<file path="src/rtl/chbd_pkg.sv">
// Package for the chunked body decoder: op codes, phase and parser codes,
// character constants and register reset values.
// No dependencies; used by every file in rtl/.
package chbd_pkg;

  // Request op codes
  localparam logic [1:0] OP_START = 2'd0;
  localparam logic [1:0] OP_BYTE  = 2'd1;
  localparam logic [1:0] OP_TICK  = 2'd2;

  // Decoder phases
  localparam logic [1:0] PH_SIZE = 2'd0;
  localparam logic [1:0] PH_DATA = 2'd1;
  localparam logic [1:0] PH_WAIT = 2'd2;
  localparam logic [1:0] PH_DONE = 2'd3;

  // Size-line parser modes
  localparam logic [2:0] M_BLANK  = 3'd0;
  localparam logic [2:0] M_ZERO   = 3'd1;
  localparam logic [2:0] M_PREFIX = 3'd2;
  localparam logic [2:0] M_DIGITS = 3'd3;
  localparam logic [2:0] M_STOP   = 3'd4;

  // Characters
  localparam logic [7:0] CH_LF    = 8'h0A;
  localparam logic [7:0] CH_CR    = 8'h0D;
  localparam logic [7:0] CH_TAB   = 8'h09;
  localparam logic [7:0] CH_SPACE = 8'h20;
  localparam logic [7:0] CH_ZERO  = 8'h30;
  localparam logic [7:0] CH_X_LO  = 8'h78;
  localparam logic [7:0] CH_X_UP  = 8'h58;

  // Register map
  localparam int unsigned CFG_IDX_W = 8;
  localparam logic [CFG_IDX_W-1:0] CFG_CAPACITY = 8'd0;
  localparam logic [CFG_IDX_W-1:0] CFG_TIMEOUT  = 8'd1;

  localparam logic [16:0] CAPACITY_RESET = 17'd1024;
  localparam logic [31:0] TIMEOUT_RESET  = 32'd10000;

  localparam logic [30:0] SIZE_MAX = 31'h7FFF_FFFF;

  // Default longest stored size line plus one
  localparam int unsigned LINE_LIMIT_DEFAULT = 64;

endpackage

</file>
<file path="src/rtl/chbd_size_parser.sv">
// One strtol-style step of the chunk-size parser: blanks, optional 0x,
// hex digits with 31-bit saturation. Combinational. Depends on chbd_pkg.
module chbd_size_parser (
  input  logic [2:0]  mode_i,
  input  logic [30:0] accum_i,
  input  logic [7:0]  char_i,
  output logic [2:0]  mode_o,
  output logic [30:0] accum_o
);
  import chbd_pkg::*;

  logic       is_hex;
  logic [3:0] digit;
  logic       is_blank;
  logic [34:0] shifted;

  // Hex digit decode
  always_comb begin
    is_hex = 1'b1;
    digit  = 4'd0;
    if (char_i >= 8'h30 && char_i <= 8'h39) begin
      digit = char_i[3:0];
    end else if ((char_i >= 8'h61 && char_i <= 8'h66) ||
                 (char_i >= 8'h41 && char_i <= 8'h46)) begin
      digit = 4'(char_i[3:0] + 4'd9);
    end else begin
      is_hex = 1'b0;
    end
  end

  assign is_blank = (char_i == CH_SPACE) || (char_i >= CH_TAB && char_i <= CH_CR);
  assign shifted  = {accum_i, 4'b0000} + {31'd0, digit};

  // Mode transitions
  always_comb begin
    mode_o  = mode_i;
    accum_o = accum_i;
    case (mode_i)
      M_BLANK: begin
        if (!is_blank) begin
          if (char_i == CH_ZERO) begin
            accum_o = '0;
            mode_o  = M_ZERO;
          end else if (is_hex) begin
            accum_o = {27'd0, digit};
            mode_o  = M_DIGITS;
          end else begin
            mode_o = M_STOP;
          end
        end
      end
      M_ZERO: begin
        if (char_i == CH_X_LO || char_i == CH_X_UP) begin
          mode_o = M_PREFIX;
        end else if (is_hex) begin
          accum_o = {27'd0, digit};
          mode_o  = M_DIGITS;
        end else begin
          mode_o = M_STOP;
        end
      end
      M_PREFIX: begin
        if (is_hex) begin
          accum_o = {27'd0, digit};
          mode_o  = M_DIGITS;
        end else begin
          mode_o = M_STOP;
        end
      end
      M_DIGITS: begin
        if (!is_hex) begin
          mode_o = M_STOP;
        end else if (shifted[34:31] != 4'd0) begin
          accum_o = SIZE_MAX;
        end else begin
          accum_o = shifted[30:0];
        end
      end
      default: begin
        mode_o = mode_i;
      end
    endcase
  end

endmodule

</file>
<file path="src/rtl/http_chunked_body_decoder.sv">
// Top level of the HTTP chunked body decoder: decoder state, config registers
// and the result register. Depends on chbd_pkg and chbd_size_parser.
//
//  channel  | handshake                   | payload
//  ---------+-----------------------------+------------------------------------
//  input    | in_valid_i / in_ready_o     | op_i, data_byte_i
//  result   | out_valid_o / out_ready_i   | payload_*, chunk_done_o, finished_o,
//           |                             | timed_out_o, overflow_error_o,
//           |                             | chunk_size_o, stored_count_o
//  config   | cfg_valid_i / cfg_ready_o   | cfg_index_i, cfg_data_i
//
// One request per cycle while out_ready_i does not stall; its result shows in
// the cycle after acceptance. The state update and the two chained parser
// steps are combinational ahead of the result register. in_ready_o is high
// whenever the result register is empty or being drained, so stalls only come
// from out_ready_i. Reset leaves the decoder finished with the default
// capacity and timeout. Config is always ready.
module http_chunked_body_decoder #(
  parameter int unsigned LINE_LIMIT = chbd_pkg::LINE_LIMIT_DEFAULT
) (
  input  logic                            clk_i,
  input  logic                            rst_ni,
  input  logic                            in_valid_i,
  output logic                            in_ready_o,
  input  logic [1:0]                      op_i,
  input  logic [7:0]                      data_byte_i,
  output logic                            out_valid_o,
  input  logic                            out_ready_i,
  output logic                            payload_valid_o,
  output logic [7:0]                      payload_byte_o,
  output logic [15:0]                     payload_offset_o,
  output logic                            chunk_done_o,
  output logic                            finished_o,
  output logic                            timed_out_o,
  output logic                            overflow_error_o,
  output logic [30:0]                     chunk_size_o,
  output logic [15:0]                     stored_count_o,
  input  logic                            cfg_valid_i,
  output logic                            cfg_ready_o,
  input  logic [chbd_pkg::CFG_IDX_W-1:0]  cfg_index_i,
  input  logic [31:0]                     cfg_data_i
);
  import chbd_pkg::*;

  localparam int unsigned LL_W = $clog2(LINE_LIMIT);
  localparam logic [LL_W-1:0] LL_MAX = LL_W'(LINE_LIMIT - 1);

  logic [16:0] capacity_q;
  logic [31:0] timeout_q;

  logic [1:0]      phase_q, phase_d;
  logic [30:0]     accum_q, accum_d;
  logic [2:0]      mode_q, mode_d;
  logic [LL_W-1:0] line_len_q, line_len_d;
  logic            last_cr_q, last_cr_d;
  logic [30:0]     bic_q, bic_d;
  logic [15:0]     wr_off_q, wr_off_d;
  logic [31:0]     total_q, total_d;
  logic [31:0]     idle_q, idle_d;
  logic            tmo_q, tmo_d;

  logic            out_valid_q;
  logic            pv_q, pv_d;
  logic [7:0]      pbyte_q, pbyte_d;
  logic [15:0]     poff_q, poff_d;
  logic            done_q, done_d;
  logic            fin_q;
  logic            tmo_out_q;
  logic            ovf_q, ovf_d;
  logic [30:0]     size_out_q;
  logic [15:0]     cnt_out_q;

  logic            accept;
  logic [2:0]      cr_mode, mid_mode, ch_mode;
  logic [30:0]     cr_accum, mid_accum, ch_accum;
  logic [16:0]     limit;
  logic [30:0]     bic_inc;
  logic [31:0]     idle_inc;

  assign in_ready_o  = !out_valid_q || out_ready_i;
  assign accept      = in_valid_i && in_ready_o;
  assign cfg_ready_o = 1'b1;

  // Config registers
  always_ff @(posedge clk_i or negedge rst_ni) begin
    if (!rst_ni) begin
      capacity_q <= CAPACITY_RESET;
      timeout_q  <= TIMEOUT_RESET;
    end else if (cfg_valid_i) begin
      if (cfg_index_i == CFG_CAPACITY) begin
        capacity_q <= cfg_data_i[16:0];
      end else if (cfg_index_i == CFG_TIMEOUT) begin
        timeout_q <= cfg_data_i;
      end
    end
  end

  // A pending CR is parsed first, then the new character
  chbd_size_parser u_cr_step (
    .mode_i  (mode_q),
    .accum_i (accum_q),
    .char_i  (CH_CR),
    .mode_o  (cr_mode),
    .accum_o (cr_accum)
  );

  assign mid_mode  = last_cr_q ? cr_mode : mode_q;
  assign mid_accum = last_cr_q ? cr_accum : accum_q;

  chbd_size_parser u_char_step (
    .mode_i  (mid_mode),
    .accum_i (mid_accum),
    .char_i  (data_byte_i),
    .mode_o  (ch_mode),
    .accum_o (ch_accum)
  );

  // Store limit: capacity minus one, clamped to the offset range
  always_comb begin
    if (capacity_q == 17'd0) begin
      limit = 17'd0;
    end else if (capacity_q > 17'h1_0000) begin
      limit = 17'h0_FFFF;
    end else begin
      limit = capacity_q - 17'd1;
    end
  end

  assign bic_inc  = bic_q + 31'd1;
  assign idle_inc = (idle_q == 32'hFFFF_FFFF) ? idle_q : idle_q + 32'd1;

  // Next decoder state and result fields
  always_comb begin
    phase_d    = phase_q;
    accum_d    = accum_q;
    mode_d     = mode_q;
    line_len_d = line_len_q;
    last_cr_d  = last_cr_q;
    bic_d      = bic_q;
    wr_off_d   = wr_off_q;
    total_d    = total_q;
    idle_d     = idle_q;
    tmo_d      = tmo_q;
    pv_d       = 1'b0;
    pbyte_d    = 8'd0;
    poff_d     = 16'd0;
    done_d     = 1'b0;
    if (op_i == OP_START) begin
      phase_d    = PH_SIZE;
      accum_d    = '0;
      mode_d     = M_BLANK;
      line_len_d = '0;
      last_cr_d  = 1'b0;
      bic_d      = '0;
      wr_off_d   = '0;
      total_d    = '0;
      idle_d     = '0;
      tmo_d      = 1'b0;
    end else if (op_i == OP_BYTE && phase_q != PH_DONE) begin
      idle_d = '0;
      case (phase_q)
        PH_SIZE: begin
          if (data_byte_i == CH_LF && last_cr_q) begin
            total_d    = total_q + {1'b0, accum_q};
            bic_d      = '0;
            line_len_d = '0;
            last_cr_d  = 1'b0;
            phase_d    = (accum_q == 31'd0) ? PH_WAIT : PH_DATA;
          end else if (line_len_q < LL_MAX) begin
            line_len_d = line_len_q + 1'b1;
            if (data_byte_i == CH_CR) begin
              last_cr_d = 1'b1;
              mode_d    = mid_mode;
              accum_d   = mid_accum;
            end else begin
              last_cr_d = 1'b0;
              mode_d    = ch_mode;
              accum_d   = ch_accum;
            end
          end
        end
        PH_DATA: begin
          bic_d = bic_inc;
          if ({1'b0, wr_off_q} < limit) begin
            pv_d     = 1'b1;
            pbyte_d  = data_byte_i;
            poff_d   = wr_off_q;
            wr_off_d = wr_off_q + 16'd1;
          end
          if (bic_inc == accum_q) begin
            done_d  = 1'b1;
            phase_d = PH_WAIT;
          end
        end
        default: begin
          // Waiting for the LF that closes a chunk
          if (data_byte_i == CH_LF) begin
            if (accum_q == 31'd0) begin
              phase_d = PH_DONE;
            end else begin
              phase_d    = PH_SIZE;
              accum_d    = '0;
              mode_d     = M_BLANK;
              line_len_d = '0;
              last_cr_d  = 1'b0;
            end
          end
        end
      endcase
    end else if (op_i == OP_TICK && phase_q != PH_DONE) begin
      idle_d = idle_inc;
      if (idle_inc >= timeout_q) begin
        phase_d = PH_DONE;
        tmo_d   = 1'b1;
      end
    end
    ovf_d = (phase_d == PH_DONE) && !tmo_d && ({16'd0, wr_off_d} < total_d);
  end

  // Decoder state
  always_ff @(posedge clk_i or negedge rst_ni) begin
    if (!rst_ni) begin
      phase_q    <= PH_DONE;
      accum_q    <= '0;
      mode_q     <= M_BLANK;
      line_len_q <= '0;
      last_cr_q  <= 1'b0;
      bic_q      <= '0;
      wr_off_q   <= '0;
      total_q    <= '0;
      idle_q     <= '0;
      tmo_q      <= 1'b0;
    end else if (accept) begin
      phase_q    <= phase_d;
      accum_q    <= accum_d;
      mode_q     <= mode_d;
      line_len_q <= line_len_d;
      last_cr_q  <= last_cr_d;
      bic_q      <= bic_d;
      wr_off_q   <= wr_off_d;
      total_q    <= total_d;
      idle_q     <= idle_d;
      tmo_q      <= tmo_d;
    end
  end

  // Result register valid
  always_ff @(posedge clk_i or negedge rst_ni) begin
    if (!rst_ni) begin
      out_valid_q <= 1'b0;
    end else if (accept) begin
      out_valid_q <= 1'b1;
    end else if (out_ready_i) begin
      out_valid_q <= 1'b0;
    end
  end

  // Result register payload
  always_ff @(posedge clk_i) begin
    if (accept) begin
      pv_q       <= pv_d;
      pbyte_q    <= pbyte_d;
      poff_q     <= poff_d;
      done_q     <= done_d;
      fin_q      <= (phase_d == PH_DONE);
      tmo_out_q  <= tmo_d;
      ovf_q      <= ovf_d;
      size_out_q <= accum_d;
      cnt_out_q  <= wr_off_d;
    end
  end

  assign out_valid_o      = out_valid_q;
  assign payload_valid_o  = pv_q;
  assign payload_byte_o   = pbyte_q;
  assign payload_offset_o = poff_q;
  assign chunk_done_o     = done_q;
  assign finished_o       = fin_q;
  assign timed_out_o      = tmo_out_q;
  assign overflow_error_o = ovf_q;
  assign chunk_size_o     = size_out_q;
  assign stored_count_o   = cnt_out_q;

endmodule

</file>
<file path="config.mk">
export PLATFORM = sky130hd
export DESIGN_NAME = http_chunked_body_decoder
export DESIGN_NICKNAME = d
export VERILOG_FILES = /design/src/rtl/chbd_pkg.sv /design/src/rtl/chbd_size_parser.sv /design/src/rtl/http_chunked_body_decoder.sv
export SDC_FILE = /design/constraint.sdc
export NUM_CORES = 1
export LEC_CHECK = 0
export BUFFER_PORTS_ARGS = -buffer_cell sky130_fd_sc_hd__buf_2
export CAP_MARGIN = 20
export CORE_ASPECT_RATIO = 2
export CORE_MARGIN = 2
export CORE_UTILIZATION = 35
export DETAILED_ROUTE_END_ITERATION = 6
export HOLD_SLACK_MARGIN = 0.06
export PLACE_DENSITY = 0.63
export SYNTH_ARGS = -nofsm -noshare
export SYNTH_HDL_FRONTEND = slang
export SYNTH_SLANG_ARGS = --single-unit
</file>
<file path="constraint.sdc">
create_clock -name clk_i -period 6.45 [get_ports clk_i]
set_input_delay 1.29 -clock clk_i [delete_from_list [all_inputs] [get_ports clk_i]]
set_output_delay 1.29 -clock clk_i [all_outputs]
set_load 0.005 [all_outputs]
</file>
Word level (Yosys, flattened, before mapping). Index checks and enable logic that the tools add are counted.

$add $sub $neg: 8. Mux-type cells: 86. $lt $le $gt $ge: 13. Reductions and logical operators: 37. Bitwise operators: 4. Equality and inequality tests: 26.

Operator list (number): 2-to-1 mux 31 bit (16); 2-to-1 mux 32 bit (8); one-hot mux 31 bit (2 select lines) (2); one-hot mux 31 bit (4 select lines) (1); 2-to-1 mux 16 bit (4); 2-to-1 mux 3 bit (14); 2-to-1 mux 6 bit (6); adder 35 x 4 -> 35 bit (1); 2-to-1 mux 17 bit (2); adder 32 x 1 -> 32 bit, second input constant (1); adder 32 x 31 -> 32 bit (1); == test 32 bit, second input constant (1); >= comparator 32 bit (1); less-than comparator 16 x 32 -> 1 bit (1); adder 31 x 1 -> 31 bit, second input constant (1); == test 31 bit (1); logical NOT 31 bit (1); 2-to-1 mux 2 bit (9); > comparator 17 bit, second input constant (1); logical NOT 17 bit (1); less-than comparator 16 x 17 -> 1 bit (1); 2-to-1 mux 1 bit (17); subtractor 17 x 1 -> 17 bit, second input constant (1); adder 16 x 1 -> 16 bit, second input constant (1); other kinds (44) (81).

Word-level logic and storage cells: 196. Flip-flop bits (word level): 281. Output and inout port bits: 79. Input port bits: 55.

Logic depth before layout (Yosys ltp).
Word-level depth: 16. Mapped depth: 31. Mapped depth without buffers: 29.

By module. A second synthesis with hierarchy kept.

Cells, all modules: 2374. Area total of the unflattened synthesis: 20817.5 um^2.

Modules (own cells, without submodules): http_chunked_body_decoder (cells each 2067, area each 18895.6 um^2, sequential area each 7422.1 um^2, instances 1); chbd_size_parser (u_char_step) (cells each 141, area each 993.5 um^2, sequential area each 0.0 um^2, instances 1); chbd_size_parser (u_cr_step) (cells each 166, area each 928.4 um^2, sequential area each 0.0 um^2, instances 1).

Worst setup path after synthesis. Ideal clock, no wire load.

Kind: reg2reg. From: reg capacity_q[2]. To: reg ovf_q (netlist: overflow_error_o), data pin. Setup time: 270 ps. Data arrival time: 5781 ps. Period minus slack after synthesis: 6051 ps. Data required time: 6180 ps. Slack: 399 ps. Path buffers: 1. Cell stages (with the launch flop): 31. Cells stage by stage: dfrtp_1 -> nor2_1 -> nand3_1 -> nor4_1 -> nor3b_1 -> a21oi_1 -> o21ai_0 -> nand2_1 -> ha_1 -> o21ai_1 -> nor2_1 -> nor4_1 -> o31ai_1 -> nand2_2 -> and2_4 -> and3_1 -> buf_2 -> and3_4 -> xnor2_1 -> nor2_1 -> ha_1 -> nand2_1 -> o21a_1 -> a2111oi_0 -> a21oi_1 -> a31oi_1 -> o21ai_0 -> a2111oi_0 -> nand4_1 -> nor4_1 -> a311oi_1.

Cells in the longest elaborated chain, start to end: 10. Elaborated cells on any way between the ends: 12. Those cells by class: 1 x add/sub; 3 x order compare; 6 x mux; 2 x reduce/logical.

Ends and longest elaborated chain: start, declared (line http_chunked_body_decoder.sv:48) `logic [16:0] capacity_q;`; start signal, assigned (line http_chunked_body_decoder.sv:91) `capacity_q <= cfg_data_i[16:0];`; subtractor 17 x 1 -> 17 bit / > comparator 17 bit (equally long branches) (line http_chunked_body_decoder.sv:125, http_chunked_body_decoder.sv:122); 2-to-1 mux 17 bit (line http_chunked_body_decoder.sv:122) `end else if (capacity_q > 17'h1_0000) begin`; 2-to-1 mux 17 bit * (line http_chunked_body_decoder.sv:120) `if (capacity_q == 17'd0) begin`; less-than comparator 16 x 17 -> 1 bit * (line http_chunked_body_decoder.sv:184) `if ({1'b0, wr_off_q} < limit) begin`; 2-to-1 mux 16 bit * (line http_chunked_body_decoder.sv:184); 2-to-1 mux 16 bit * (line http_chunked_body_decoder.sv:161) `case (phase_q)`; 2-to-1 mux 16 bit * (line http_chunked_body_decoder.sv:159) `end else if (op_i == OP_BYTE && phase_q != PH_DONE) begin`; 2-to-1 mux 16 bit * (line http_chunked_body_decoder.sv:148) `if (op_i == OP_START) begin`; net wr_off_d[6] (line http_chunked_body_decoder.sv:57) `logic [15:0] wr_off_q, wr_off_d;`; less-than comparator 16 x 32 -> 1 bit * (line http_chunked_body_decoder.sv:217) `ovf_d = (phase_d == PH_DONE) && !tmo_d && ({16'd0, wr_off_d} < total_d);`; logical AND 1 bit * (line http_chunked_body_decoder.sv:217); net ovf_d (line http_chunked_body_decoder.sv:69) `logic ovf_q, ovf_d;`; end signal, assigned (line http_chunked_body_decoder.sv:267) `ovf_q <= ovf_d;`; end, declared (line http_chunked_body_decoder.sv:69).

The timed path passes the listed nets; every way through them passes the cells marked *. A chain may end at the register's enable or synchronous reset.

Final worst setup path.
From: reg capacity_q[5]. To: reg ovf_q (netlist: overflow_error_o), data pin.

Same word-level chain as after synthesis.

==> results.cfg <==
[outcome]
status = complete, no violations

[die]
die_x_um = 165
die_h_um = 327
dieArea_um2 = 54100
core_um2 = 51700
fp-row-count = 118
io_pins = 134
start_util_pct = 35.3

[synth]
yosysTopAreaCell = dfrtp_1
synth_top_area_share_pct = 27.0
ys_top_cells_by_area = dfrtp_1, edfxtp_1, ha_1, nand2_1, xnor2_1
post_synth_inst_count = 1972
synth-main-ff-cell = dfrtp_1
synthAdderAreaFrac_pct = 7.18
seq_area_frac_synth_pct = 40.7
synth_nets = 2131
synthMuxAreaShare_pct = 3.68
synth_top_family_by_area = compound AO/OA/AOI/OAI gates
yosys_warnings = 0
synth_edf_count = 76
synthArstFlopShare_pct = 73.0
synth_compound_gate_area_share_pct = 20.6
netlist_area_um2 = 18200
postSynthAreaPerCell_um2 = 9.25
synth_simple_gate_area_share_pct = 18.3
synth-xor-area-share_pct = 6.10
ys_seq_elements = 281
synthDistinctLibCells = 83

[setup_path]
crit_fanout = 10
required_ps = 6770
crit_path_start_kind = register
critPathSlowestCell = dfrtp_1
cp-end-kind = register
critical_path.max_stage_delay_ps = 400
critPathLaunch = capacity_q[5]
rr_startpoint = capacity_q[5]
crit_arrival_ps = 6390
worstSetupPathType = reg -> reg

[global_routing]
grt.overflow.total = 0
grt_pass1_wl_mm = 88.3
grt_pass1_vias = 16000
antenna_found_initial = 0
grt.total_usage_pct = 20.8
grt_max_degree = 126

[sta]
setup_ws_ps = 387
fmax_mhz = 165
fin_skew_ps = 25.1
finalSetupViolations = 0
final-hold-violation-count = 0
fin_crit_ps = 6060
finalCritPeriodShare_pct = 94.0
worstMarginPinSlew_ps = 1130
slew_headroom_pct = 24.4
finalMaxSlewViolations = 0

[clock_tree]
cts_tree = done
postCtsSetupBuffers = 0
cts_buffer_depth = 3
clock_latency_ps = 600
cts-root-buf = clkbuf_16
cts_sinks = 281
clk_transition_reported_paths_ps = 70
cts_inserted_buffers = 30
cts-htree-levels = 1

[layout]
fin_util_pct = 40.3
multi_input_area_um2 = 10300
seqCellArea_um2 = 7420
fillers = 5137
design_area_um2 = 20800
finalNetCount = 2234
area.growth.synth_to_final_pct = 14.1
final_layout_size_suffix_gt1_share_pct = 15.7
final_cell_count_no_fill = 2759
n_antenna_cell = 0

[power]
power_density_nw_per_um2 = 213
p_leak_uw = 0.00962
ir_drop_v = 0.000187

[route]
drc = 0
ant_nets = 0
wire_per_inst_um = 20.5
drtIter0Drc = 1029
via_per_inst = 5.71
drt_wl_total_mm = 56.6
vias = 15800
first_pass_iters = 7

[place]
placedCellCount = 2702
io_buffer_count = 132
dp_hpwl_mm = 42.3
place_area_um2 = 19700
place_ws_ps = -149
place.gp.congestion = 0.897

[min_path]
hp-start = tmo_q
hold_path_class = reg -> reg

[flow_run]
cap_violations = 0
[per-layer routing]
layer  vias up  part of all wire [%]  track usage (%)
li1       7421                     -                -
met1      7728                    36             21.6
met2       446                    54             39.7
met3       158                   4.1             2.46
met4         0                   6.0             11.4
met5         -                     0                0
[worst paths after layout]
path | to | slack, ps | depth (start not counted)
setup / recovery | overflow_error_o | 390 | 28
hold / removal | tmo_q | 490 | 2
setup reg to reg | overflow_error_o | 390 | 28
hold reg to reg | tmo_q | 490 | 2
max in group asynchronous | accum_q[20] | 4510 | 2
min in group asynchronous | capacity_q[8] | 710 | 1
[registers in the layout, indices dropped and copies added (netlist names)]
name / flops
phase_q: 2
payload_valid_o: 1
idle_q: 32
finished_o: 1
bic_q: 31
chunk_size_o: 31
capacity_q: 17
timeout_q: 32
overflow_error_o: 1
out_valid_o: 1
timed_out_o: 1
last_cr_q: 1
chunk_done_o: 1
total_q: 32
wr_off_q: 16
line_len_q: 6
mode_q: 3
payload_offset_o: 16
tmo_q: 1
stored_count_o: 16
accum_q: 31
payload_byte_o: 8
[report_power, final]
part	internal [uW]	leakage [uW]	switching (uW)	total [uW]
clock network	968	0.000460	773	1740
registers	1920	0.00355	84.8	2010
logic	249	0.00561	426	675
[through the flow]
step / hold slack, ps / TNS (ps) / total power [uW]
global route: 514 / -38.6 / 4620
global placement: 463 / -26.5 / 2690
detailed placement: 482 / -149 / 2710
floorplan: 449 / 0 / 2430
CTS: 494 / 0 / 4460
finish: 493 / 0 / 4430
[cell type report]
class / instances / area share, %
multi-input combinational: 1530 / 49.7
clock inverter: 16 / 0.679
inverter: 56 / 1.02
sequential: 281 / 35.7
tap: 660 / 3.97
clock buffer: 40 / 3.93
timing repair buffer: 176 / 5.05
[repair_timing]
item,CTS,global route
gates resized for setup,3,27
setup endpoints to repair,1,1
pin swaps,0,3
hold buffers,0,0
[cells in the mapped netlist (27+ instances only)]
master    count
nand4_1      27
nand3_1      54
mux2_2       49
o21ai_1      28
dfrtp_1     197
a21o_1       75
a21oi_1     113
xnor2_1      85
clkbuf_1     84
a22o_1       58
xor2_1       42
o21ai_0     123
and3_1       38
inv_1        54
nor3_1       32
edfxtp_1     76
nand2_1     240
o211ai_1     37
ha_1        103
nor2_1      136
o31ai_1      44
and2_1       32
[cells by family after synthesis]
group                      Yosys count
AOI/OAI and AO/OA                  572
xor gates and xnor gates           127
adders and majority gates          104
buffers and inverters              161
DFF                                281
muxes                               61
other                                1
and+or+nand+nor                    665
[layout by cell type (no fill, tap or decap), types with 9 or more instances in the layout]
master	synthesis	routed
and4_1	9	9
buf_2	16	131
ha_1	103	103
nor3_1	32	30
nand4_1	27	27
o31ai_1	44	44
edfxtp_1	76	76
a22o_1	58	58
nand2_1	240	238
mux2_2	49	49
and2_1	32	31
a21o_1	75	75
o21ai_1	28	29
or3_1	9	9
xnor2_1	85	85
a31oi_1	17	16
nor4_1	18	15
inv_1	54	54
o211ai_1	37	37
mux2i_1	12	12
nor2_1	136	132
clkbuf_16	0	30
xor2_1	42	42
a211oi_1	12	11
a21oi_1	113	111
nand2b_1	10	10
o21a_1	13	13
nand3_1	54	52
dfrtp_1	197	197
and3_1	38	37
buf_4	1	41
o21ai_0	123	122
[worst max-delay path, delay by kind of cell (launching register included)]
family                   cells  cell delay, ps
adder cells (fa/ha/maj)      2             600
buffers and inverters        1             170
AO/OA/AOI/OAI                9            1950
flip-flops                   1             400
XOR/XNOR                     1             120
AND/OR/NAND/NOR             15            2540
Power figures use the tool's default switching activity.
